===== src/rtl/core/wrp_pkg.sv =====
// Shared types, constants and the CRC-32 byte update for the WAL record parser.
package wrp_pkg;

   // Header layout, byte positions inside the 21-byte header
   localparam int HDR_BYTES = 21;
   localparam int HCNT_W    = 5;
   localparam logic [HCNT_W-1:0] HC_LOG  = 5'd4;
   localparam logic [HCNT_W-1:0] HC_SEG  = 5'd8;
   localparam logic [HCNT_W-1:0] HC_TYPE = 5'd16;
   localparam logic [HCNT_W-1:0] HC_SIZE = 5'd17;
   localparam logic [HCNT_W-1:0] HC_LAST = HCNT_W'(HDR_BYTES - 1);

   localparam logic [31:0] CRC_POLY = 32'hEDB8_8320;
   localparam logic [31:0] CRC_INIT = 32'hFFFF_FFFF;

   // Result queue
   localparam int QDEPTH = 3;
   localparam int QCNT_W = 2;

   localparam int RSP_DATA_W = 368;

   // Config register indexes
   localparam logic CSR_CRC_EN  = 1'b0;
   localparam logic CSR_TS_CODE = 1'b1;

   typedef enum logic [1:0] {
      KIND_OK    = 2'd0,
      KIND_EOF   = 2'd1,
      KIND_TRUNC = 2'd2,
      KIND_CRC   = 2'd3
   } kind_type;

   typedef enum logic [2:0] {
      PH_HEADER  = 3'b001,
      PH_PAYLOAD = 3'b010,
      PH_ERROR   = 3'b100
   } phase_type;

   // Result fields, last field (log_number) in the low bits
   typedef struct packed {
      logic [63:0] cut_offset;
      logic [63:0] latest_ts_segment;
      logic [63:0] top_segment;
      logic [31:0] next_log_number;
      logic        newer_timestamp;
      logic        number_gap;
      logic [31:0] payload_size;
      logic [7:0]  entry_type;
      logic [63:0] record_segment;
      logic [31:0] log_number;
   } rsp_fields_type;

   typedef struct packed {
      logic           last;
      kind_type       kind;
      rsp_fields_type f;
   } beat_type;

   // Reflected CRC-32, one byte
   function automatic logic [31:0] crc_byte(input logic [31:0] c, input logic [7:0] b);
      logic [31:0] r;
      r = c ^ {24'd0, b};
      for (int i = 0; i < 8; i++) begin
         r = r[0] ? ((r >> 1) ^ CRC_POLY) : (r >> 1);
      end
      return r;
   endfunction

endpackage


===== src/rtl/core/wal_record_parser_crc_check.sv =====
// WAL record parser top level: header framing, CRC-32 check and result queue.
// A result beat is written into the result queue as its req byte is taken.
// Throughput: one byte per cycle while req_tready is high; a byte that ends a record
//   and the file gives two beats, both pushed together into the 3-entry result queue.
// req_tready drops only while two or more result beats are queued, so a two-beat
//   byte holds req off until a beat is popped, even with rsp_tready high.
// Reset is synchronous: parse state, counters and the queue count clear,
//   crc_enable returns to 1 and timestamp_type_code to 0.
module wal_record_parser_crc_check (
   input  logic                            clock,
   input  logic                            reset,
   // byte stream in
   input  logic                            req_tvalid,
   output logic                            req_tready,
   input  logic [7:0]                      req_tdata,   // [7:0] data_byte
   input  logic                            req_tlast,   // end_of_file
   // result beats out
   output logic                            rsp_tvalid,
   input  logic                            rsp_tready,
   // [31:0] log_number, [95:32] record_segment, [103:96] entry_type,
   // [135:104] payload_size, [136] number_gap, [137] newer_timestamp,
   // [169:138] next_log_number, [233:170] top_segment,
   // [297:234] latest_ts_segment, [361:298] cut_offset, rest zero
   output logic [wrp_pkg::RSP_DATA_W-1:0]  rsp_tdata,
   output logic [1:0]                      rsp_tuser,   // kind
   output logic                            rsp_tlast,   // final_result
   // config writes
   input  logic                            csr_we,
   input  logic                            csr_index,
   input  logic [7:0]                      csr_wdata
);
   import wrp_pkg::*;

   // config
   logic        crc_enable_ff;
   logic [7:0]  ts_code_ff;

   // parse state
   phase_type          phase_ff, phase_in;
   logic [HCNT_W-1:0]  header_count_ff, header_count_in;
   logic [31:0]        header_crc_ff, header_crc_in;
   logic [31:0]        header_log_ff, header_log_in;
   logic [63:0]        header_seg_ff, header_seg_in;
   logic [7:0]         header_type_ff, header_type_in;
   logic [31:0]        header_size_ff, header_size_in;
   logic [31:0]        payload_left_ff, payload_left_in;
   logic [31:0]        running_crc_ff, running_crc_in;
   logic [31:0]        expected_ff, expected_in;
   logic [63:0]        highest_ff, highest_in;
   logic [63:0]        ts_segment_ff, ts_segment_in;
   logic [63:0]        byte_offset_ff, byte_offset_in;
   logic [63:0]        record_start_ff, record_start_in;

   // result queue, entry 0 is the head
   beat_type           q_ff [QDEPTH];
   beat_type           q_in [QDEPTH];
   beat_type           q_shift [QDEPTH];
   logic [QCNT_W-1:0]  count_ff, count_in, cnt_mid;

   logic        req_accept, pop;
   logic        done, gap, newer;
   logic [31:0] crc_base;
   logic [7:0]  b;
   beat_type    res_a, res_b, eof_res;
   logic [1:0]  n_res;

   function automatic beat_type mk_beat(
      input kind_type    kind,
      input logic        hdr,
      input logic [31:0] log_n,
      input logic [63:0] seg,
      input logic [7:0]  etype,
      input logic [31:0] size,
      input logic        g,
      input logic        nw,
      input logic [31:0] nxt,
      input logic [63:0] top,
      input logic [63:0] ts,
      input logic [63:0] cut
   );
      beat_type r;
      r.last                = 1'b0;
      r.kind                = kind;
      r.f.log_number        = hdr ? log_n : 32'd0;
      r.f.record_segment    = hdr ? seg : 64'd0;
      r.f.entry_type        = hdr ? etype : 8'd0;
      r.f.payload_size      = hdr ? size : 32'd0;
      r.f.number_gap        = g;
      r.f.newer_timestamp   = nw;
      r.f.next_log_number   = nxt;
      r.f.top_segment       = top;
      r.f.latest_ts_segment = ts;
      r.f.cut_offset        = cut;
      return r;
   endfunction

   // room for the worst case of two beats per byte
   assign req_tready = (count_ff < QCNT_W'(2));
   assign req_accept = req_tvalid && req_tready;
   assign b          = req_tdata;

   assign rsp_tvalid = (count_ff != '0);
   assign rsp_tdata  = {(RSP_DATA_W - $bits(rsp_fields_type))'(0), q_ff[0].f};
   assign rsp_tuser  = q_ff[0].kind;
   assign rsp_tlast  = q_ff[0].last;
   assign pop        = rsp_tvalid && rsp_tready;

   // ---- per-byte parse, state update and result build ----
   always_comb begin
      phase_in        = phase_ff;
      header_count_in = header_count_ff;
      header_crc_in   = header_crc_ff;
      header_log_in   = header_log_ff;
      header_seg_in   = header_seg_ff;
      header_type_in  = header_type_ff;
      header_size_in  = header_size_ff;
      payload_left_in = payload_left_ff;
      running_crc_in  = running_crc_ff;
      expected_in     = expected_ff;
      highest_in      = highest_ff;
      ts_segment_in   = ts_segment_ff;
      byte_offset_in  = byte_offset_ff;
      record_start_in = record_start_ff;
      crc_base        = running_crc_ff;
      done            = 1'b0;
      gap             = 1'b0;
      newer           = 1'b0;
      res_a           = '0;
      res_b           = '0;
      eof_res         = '0;
      n_res           = 2'd0;

      if (req_accept) begin
         byte_offset_in = byte_offset_ff + 64'd1;

         unique case (phase_ff)
            PH_HEADER: begin
               if (header_count_ff == '0) begin
                  record_start_in = byte_offset_ff;
                  crc_base        = CRC_INIT;
               end
               priority if (header_count_ff < HC_LOG) begin
                  header_crc_in = {header_crc_ff[23:0], b};
               end else if (header_count_ff < HC_SEG) begin
                  header_log_in = {header_log_ff[23:0], b};
               end else if (header_count_ff < HC_TYPE) begin
                  header_seg_in = {header_seg_ff[55:0], b};
               end else if (header_count_ff < HC_SIZE) begin
                  header_type_in = b;
               end else begin
                  header_size_in = {header_size_ff[23:0], b};
               end
               // stored crc bytes are not covered
               running_crc_in = (header_count_ff >= HC_LOG) ? crc_byte(crc_base, b)
                                                            : crc_base;
               if (header_count_ff >= HC_LAST) begin
                  header_count_in = '0;
                  payload_left_in = header_size_in;
                  if (header_size_in == 32'd0) begin
                     done = 1'b1;
                  end else begin
                     phase_in = PH_PAYLOAD;
                  end
               end else begin
                  header_count_in = header_count_ff + HCNT_W'(1);
               end
            end
            PH_PAYLOAD: begin
               running_crc_in  = crc_byte(running_crc_ff, b);
               payload_left_in = payload_left_ff - 32'd1;
               if (payload_left_in == 32'd0) begin
                  done = 1'b1;
               end
            end
            default: begin
               // error tail: bytes ignored until end of file
            end
         endcase

         if (done) begin
            gap = (header_log_in != expected_ff);
            if (crc_enable_ff && (header_crc_in != ~running_crc_in)) begin
               phase_in = PH_ERROR;
               res_a = mk_beat(KIND_CRC, 1'b1, header_log_in, header_seg_in, header_type_in,
                               header_size_in, gap, 1'b0, expected_ff, highest_ff,
                               ts_segment_ff, record_start_in);
            end else begin
               if ((header_type_in == ts_code_ff) && (header_seg_in > ts_segment_ff)) begin
                  ts_segment_in = header_seg_in;
                  newer         = 1'b1;
               end
               expected_in = header_log_in + 32'd1;
               if (header_seg_in > highest_ff) begin
                  highest_in = header_seg_in;
               end
               phase_in = PH_HEADER;
               res_a = mk_beat(KIND_OK, 1'b1, header_log_in, header_seg_in, header_type_in,
                               header_size_in, gap, newer, expected_in, highest_in,
                               ts_segment_in, 64'd0);
            end
            n_res = 2'd1;
         end

         if (req_tlast) begin
            priority if (phase_in == PH_PAYLOAD) begin
               // header complete, payload cut short
               eof_res = mk_beat(KIND_TRUNC, 1'b1, header_log_in, header_seg_in,
                                 header_type_in, header_size_in, 1'b0, 1'b0, expected_in,
                                 highest_in, ts_segment_in, record_start_in);
            end else if ((phase_in == PH_HEADER) && (header_count_in != '0)) begin
               // header cut short
               eof_res = mk_beat(KIND_TRUNC, 1'b0, header_log_in, header_seg_in,
                                 header_type_in, header_size_in, 1'b0, 1'b0, expected_in,
                                 highest_in, ts_segment_in, record_start_in);
            end else if (phase_in == PH_ERROR) begin
               eof_res = mk_beat(KIND_EOF, 1'b0, header_log_in, header_seg_in,
                                 header_type_in, header_size_in, 1'b0, 1'b0, expected_in,
                                 highest_in, ts_segment_in, record_start_in);
            end else begin
               // clean file: cut point is the file length
               eof_res = mk_beat(KIND_EOF, 1'b0, header_log_in, header_seg_in,
                                 header_type_in, header_size_in, 1'b0, 1'b0, expected_in,
                                 highest_in, ts_segment_in, byte_offset_in);
            end
            if (n_res == 2'd0) begin
               res_a = eof_res;
            end else begin
               res_b = eof_res;
            end
            n_res = n_res + 2'd1;

            // next file; timestamp segment carries over
            phase_in        = PH_HEADER;
            header_count_in = '0;
            header_crc_in   = '0;
            header_log_in   = '0;
            header_seg_in   = '0;
            header_type_in  = '0;
            header_size_in  = '0;
            payload_left_in = '0;
            running_crc_in  = CRC_INIT;
            expected_in     = '0;
            highest_in      = '0;
            byte_offset_in  = '0;
            record_start_in = '0;
         end

         if (n_res == 2'd2) begin
            res_b.last = 1'b1;
         end else if (n_res == 2'd1) begin
            res_a.last = 1'b1;
         end
      end
   end

   // ---- result queue: pop from the head, push behind what stays ----
   always_comb begin
      q_shift[0] = pop ? q_ff[1] : q_ff[0];
      q_shift[1] = pop ? q_ff[2] : q_ff[1];
      q_shift[2] = q_ff[2];
      cnt_mid    = count_ff - QCNT_W'(pop);
      for (int i = 0; i < QDEPTH; i++) begin
         q_in[i] = q_shift[i];
         if ((n_res != 2'd0) && (QCNT_W'(i) == cnt_mid)) begin
            q_in[i] = res_a;
         end
         if ((n_res == 2'd2) && (QCNT_W'(i) == (cnt_mid + QCNT_W'(1)))) begin
            q_in[i] = res_b;
         end
      end
      count_in = cnt_mid + n_res;
   end

   always_ff @(posedge clock) begin
      if (reset) begin
         crc_enable_ff   <= 1'b1;
         ts_code_ff      <= 8'd0;
         phase_ff        <= PH_HEADER;
         header_count_ff <= '0;
         header_crc_ff   <= '0;
         header_log_ff   <= '0;
         header_seg_ff   <= '0;
         header_type_ff  <= '0;
         header_size_ff  <= '0;
         payload_left_ff <= '0;
         running_crc_ff  <= CRC_INIT;
         expected_ff     <= '0;
         highest_ff      <= '0;
         ts_segment_ff   <= '0;
         byte_offset_ff  <= '0;
         record_start_ff <= '0;
         count_ff        <= '0;
      end else begin
         if (csr_we) begin
            unique case (csr_index)
               CSR_CRC_EN:  crc_enable_ff <= csr_wdata[0];
               CSR_TS_CODE: ts_code_ff    <= csr_wdata;
               default:     ;
            endcase
         end
         phase_ff        <= phase_in;
         header_count_ff <= header_count_in;
         header_crc_ff   <= header_crc_in;
         header_log_ff   <= header_log_in;
         header_seg_ff   <= header_seg_in;
         header_type_ff  <= header_type_in;
         header_size_ff  <= header_size_in;
         payload_left_ff <= payload_left_in;
         running_crc_ff  <= running_crc_in;
         expected_ff     <= expected_in;
         highest_ff      <= highest_in;
         ts_segment_ff   <= ts_segment_in;
         byte_offset_ff  <= byte_offset_in;
         record_start_ff <= record_start_in;
         count_ff        <= count_in;
      end
   end

   // queue payload, no reset
   always_ff @(posedge clock) begin
      for (int i = 0; i < QDEPTH; i++) begin
         q_ff[i] <= q_in[i];
      end
   end

endmodule


===== config.mk =====
export PLATFORM = sky130hd
export DESIGN_NAME = wal_record_parser_crc_check
export DESIGN_NICKNAME = d
export VERILOG_FILES = /design/src/rtl/core/wrp_pkg.sv /design/src/rtl/core/wal_record_parser_crc_check.sv
export SDC_FILE = /design/constraint.sdc
export NUM_CORES = 2
export LEC_CHECK = 0
export BUFFER_PORTS_ARGS = -buffer_cell sky130_fd_sc_hd__buf_2
export CAP_MARGIN = 10
export CORE_MARGIN = 3
export CORE_UTILIZATION = 31
export CTS_BUF_LIST = sky130_fd_sc_hd__clkbuf_2 sky130_fd_sc_hd__clkbuf_4 sky130_fd_sc_hd__clkbuf_8
export DETAILED_ROUTE_END_ITERATION = 12
export PLACE_DENSITY = 0.43
export REMOVE_ABC_BUFFERS = 1
export SLEW_MARGIN = 10
export SYNTH_ARGS = -nofsm -noshare
export SYNTH_HDL_FRONTEND = slang
export SYNTH_SLANG_ARGS = --single-unit

===== constraint.sdc =====
create_clock -name clock -period 34.4 [get_ports clock]
set_input_delay 3.44 -clock clock [delete_from_list [all_inputs] [get_ports clock]]
set_output_delay 3.44 -clock clock [all_outputs]
set_load 0.02 [all_outputs]

# --- Word-level counts from Yosys, hierarchy flattened ---
# Memories as Yosys holds them, arrays and structs flattened.
# Index checks and enable logic that the tools add are counted.
totals:
  input_bits: 23
  word_cells: 220
  register_bits: 539
  out_inout_bits: 373
  mem_bits_rw: 1095
  mem_count: 1
op_classes:
  n_reduce_logical: 24
  bitwise_logic: 20
  eq_ne: 16
  add_sub_neg: 8
  order_cmp: 9
  mux: 125
mem_list:
  columns: ["name", "depth", "width", "read_ports", "rd_clocked_by_memory_dff", "wr", "line_no", "rtl"]
  rows:
  - ["q_ff", 3, 365, 3, 0, 3, "wal_record_parser_crc_check.sv:55", "beat_type q_ff [QDEPTH];"]
op_table:
  columns: ["op", "count"]
  rows:
  - ["two-way mux 365 bit", 14]
  - ["two-way mux 64 bit", 26]
  - ["two-way mux 32 bit", 46]
  - ["two-way mux 364 bit", 4]
  - ["two-way mux 362 bit", 1]
  - ["NOT 13 -> 14 bit", 16]
  - ["greater-than comparator 64 bit", 2]
  - ["case mux 32 bit (2 select lines)", 2]
  - ["adder 64 x 1 -> 64 bit, second input constant", 1]
  - ["logical NOT 32 bit", 2]
  - ["!= test 32 bit", 2]
  - ["XOR 32 x 8 -> 32 bit", 2]
  - ["two-way mux 8 bit", 7]
  - ["adder 32 x 1 -> 32 bit, second input constant", 1]
  - ["NOT 32 bit", 1]
  - ["subtractor 32 x 1 -> 32 bit, second input constant", 1]
  - ["two-way mux 3 bit", 7]
  - ["two-way mux 5 bit", 4]
  - ["logical AND 1 bit", 11]
  - ["less-than comparator 5 bit, second input constant", 2]
  - ["two-way mux 1 bit", 9]
  - ["equality test 8 bit", 1]
  - ["two-way mux 2 bit", 4]
  - ["equality test 3 x 1 -> 1 bit, second input constant", 2]
  - ["25 further kinds", 34]

# --- Longest topological paths before layout ---
depth:
  depth_word: 43
  ltp_mapped: 27
  mapped_depth_nobuf: 21

# --- Worst setup path before layout ---
# No wires, ideal clock.
synth_timing:
  kind: "input to register"
  start: "in req_tdata[1]"
  end: "mem q_ff[0][365] in the netlist's numbering (enable)"
  path_stages: 15
  n_path_buf: 5
  setup_time_ns: 3.572
  t_arrival_ns: 14.437
  required_time_ns: 30.828
  path_slack_ns: 16.391
  path_cell_list: "buf_1 > clkbuf_1 > nor4_1 > nand3_1 > and2_1 > nor2_1 > a41oi_2 > clkinv_1 > ha_1 > clkbuf_1 > nor2_1 > nand2_1 > clkbuf_1 > clkbuf_1 > nand3_1"
synth_lines:
  columns: ["element", "line_no", "rtl"]
  rows:
  - ["start, declared", "wal_record_parser_crc_check.sv:15", "input logic [7:0] req_tdata,"]
  - ["end, declared", "wal_record_parser_crc_check.sv:55", null]

==> impl_results.md <==
- Status: finished, final reports clean
- Top-area cell type share of the netlist area: 0.3620
- Resized Gates After CTS: 0
- Tot Pwr: 6.103 mW
- Final Hold Fails: 0
- Largest net degree at the start of global routing: 179
- Worst Tran Pin Value: 1.447 ns
- Maximum vdd drop: 0.04422 mV
- Gr usage total: 0.2386
- Final WL: 372700 um
- DP Area: 93140 sq um
- Critical path type: primary input to flop
- Max Freq: 94.08 MHz
- Met2 Use GR: 0.3768
- Top-count cell post-synth: nor2_1
- Final Max Tran Viols: 0
- Maximum fanout along the worst path: 59
- Detail Route Antenna Nets: 0
- Core area: 289100 sq um
- GRT Max-Usage Layer: met2
- Top post-synthesis cells by area: edfxtp_1, dfxtp_1, nor2_1
- Die width: 545.8 um
- Post-CTS Hold Fix Bufs: 0
- # fillers: 29820
- Leakage power: 35.99 nW
- Final instance area: 99800 sq um
- Initial antenna violation count: 18
- First-pass GRT wire length: 536600 um
- Via Count: 78000
- Post-layout min period: 10.63 ns
- Mapped Area: 90340 sq um
- HPWL Detailed: 223600 um
- Layout cell share with drive strength beyond 1: 0.1276
- Top cells by count, synth: nor2_1, edfxtp_1, nand2_1
- Most used flip-flop cell after synthesis: edfxtp_1
- Die Footprint: 297900 sq um
- CTS tree: done
- Drc violations: 0
- #FFs+latches synth: 1634
- Pwr/cell area: 61.15 nW/um^2
- Setup violators final: 0
- Nets: 10020
- Setup Skew: 0.06490 ns
- Mean Syn Cell Area: 8.899 sq um
- Worst Hold Class: flop to flop
- Worst Setup End Kind: flop
- Setup WS pre-CTS: 22.74 ns
- Period utilisation layout: 0.3090
- Grt met1 use: 0.3352
- Yosys cell types: 97
- CTS Root Cell: clkbuf_8
- Routability congestion estimate: 0.8881
- Synthesis Warnings: 0
- CTS Buf Count: 325
- Vias/cell: 5.564
- Htree depth: 5
- Area added between synthesis and finish: 10.48%
- Post-synth ARST share: 0
- Post-Syn Instances: 10150
- I/O pin count: 396
- Clock buffer depth: 4
- CP startpoint kind: primary input
- Reg clk slew, reported paths: 0.05 ns
- GR Overflow Total: 0
- Site Rows: 197
- Area leader, netlist: edfxtp_1
- RSZ-0062 raised after global routing: no
- Vias in the first global route: 74810
- Post-route setup slack: 23.77 ns
- Initial DRC count: 7883
- DR pass1 iterations: 6
- WP data required: 35.01 ns
- Clock insertion delay at the later pin of the skew report: 1.03 ns
- WP data arrival: 11.24 ns
- WL/cell: 26.58 um
- Port-buffer cells: 389
- CTS sink count: 1634
- Rel. slew slack: 0.03213
- Post-synthesis sequential area ratio: 0.4828
- Max Cap Violations: 0
- Post-CTS Setup Inserts: 0
- Die Ht: 545.8 um
- Initial Util: 0.3124
- Post-synth EDFFs: 1089
- Global-route track usage on met3: 0.03336
## where the power goes
group          internal (mW)  switching (mW)  total [mW]  leakage (nW)
Sequential              2.51           0.116        2.62          14.9
Clock                   1.15           0.925        2.08          3.56
Combinational          0.334            1.07        1.40          17.5
Total                   3.99            2.11        6.10          36.0
## area by class of cell
type / count / area [sq um] / share of cell area
sequential: 1634 / 43610 / 0.4370
multi-input combinational: 7077 / 40240 / 0.4032
clock buffer: 517 / 6158 / 0.06170
tap: 3880 / 4855 / 0.04864
timing repair buffer: 578 / 3516 / 0.03523
inverter: 246 / 923.4 / 0.009252
clock inverter: 81 / 480.5 / 0.004814
antenna: 7 / 17.52 / 0.0001755
## cells by family (layout without fill, tap and decap cells)
family	after synthesis	in the layout	synth area share
mux	280	280	0.03145
buf+inv	1445	1422	0.07652
other cells	1	13	0.00004151
compound gates	2931	2931	0.1944
simple gates	3480	3480	0.1637
fa+ha+maj	138	138	0.01911
xor+xnor	242	242	0.03202
flops	1634	1634	0.4828
## flip-flops by register name, summed over array words and instances, names as in the netlist
signal	cells
header_count_ff	5
phase_ff	3
q_ff	1095
header_type_ff	8
header_seg_ff	64
running_crc_ff	32
crc_enable_ff	1
byte_offset_ff	64
ts_code_ff	8
header_size_ff	32
count_ff	2
expected_ff	32
ts_segment_ff	64
payload_left_ff	32
highest_ff	64
header_crc_ff	32
header_log_ff	32
record_start_ff	64
## critical path, cell delays in order
cell,delay [ns]
buf_2,0.50
mux2i_1,0.31
and3_1,0.30
a41oi_2,0.65
clkinv_1,0.59
ha_1,0.69
nor2_1,0.18
nor2_1,0.36
nand2_4,0.31
nand3_4,0.58
buf_4,0.73
buf_4,0.76
buf_4,0.73
buf_4,0.91
## final timing paths
path / start / cells past startpoint / to / slack (ns)
worst min register to register: header_seg_ff[61] / 2 / header_seg_ff[61] / 0.46
worst max register to register: payload_left_ff[0] / 20 / q_ff[0][421] / 24.30
worst max-delay path: req_tdata[4] / 14 / q_ff[0][421] / 23.77
worst min-delay path: header_seg_ff[61] / 2 / header_seg_ff[61] / 0.46
## cells in the final DEF, fill, tap and decap left out, types with 46 or more instances in the layout
cell type,count
nand3_1,204
o22ai_1,331
a31oi_1,46
buf_4,179
a21o_1,129
a32oi_1,54
dfxtp_1,545
clkbuf_4,153
nand4_1,58
nand2_1,1072
mux2i_1,249
nor4_1,48
a22oi_1,290
a21oi_1,842
nor2_1,1470
xor2_1,64
inv_1,244
xnor2_1,118
buf_2,387
o211ai_1,74
clkbuf_8,364
a211oi_1,58
edfxtp_1,1089
nor3_1,342
ha_1,138
o21ai_0,866
## per-layer routing
metal	routed length (um)	part of all wire
met4	12040	0.032
met5	0	0
met3	25170	0.068
met2	168300	0.45
met1	167200	0.45
## metrics by stage
step                      std cells  setup TNS, ns  hold WS, ns  utilization
after detailed placement      13410              0       0.4465       0.3221
after CTS                     14010              0       0.4537       0.3451
after global routing          14020              0       0.4680       0.3451
after floorplan                8957       -3905.91       0.4288            -
after global placement        13410              0       0.4391       0.3221
final                         14020              0       0.4554       0.3452
(Power assumes the default switching activity.)
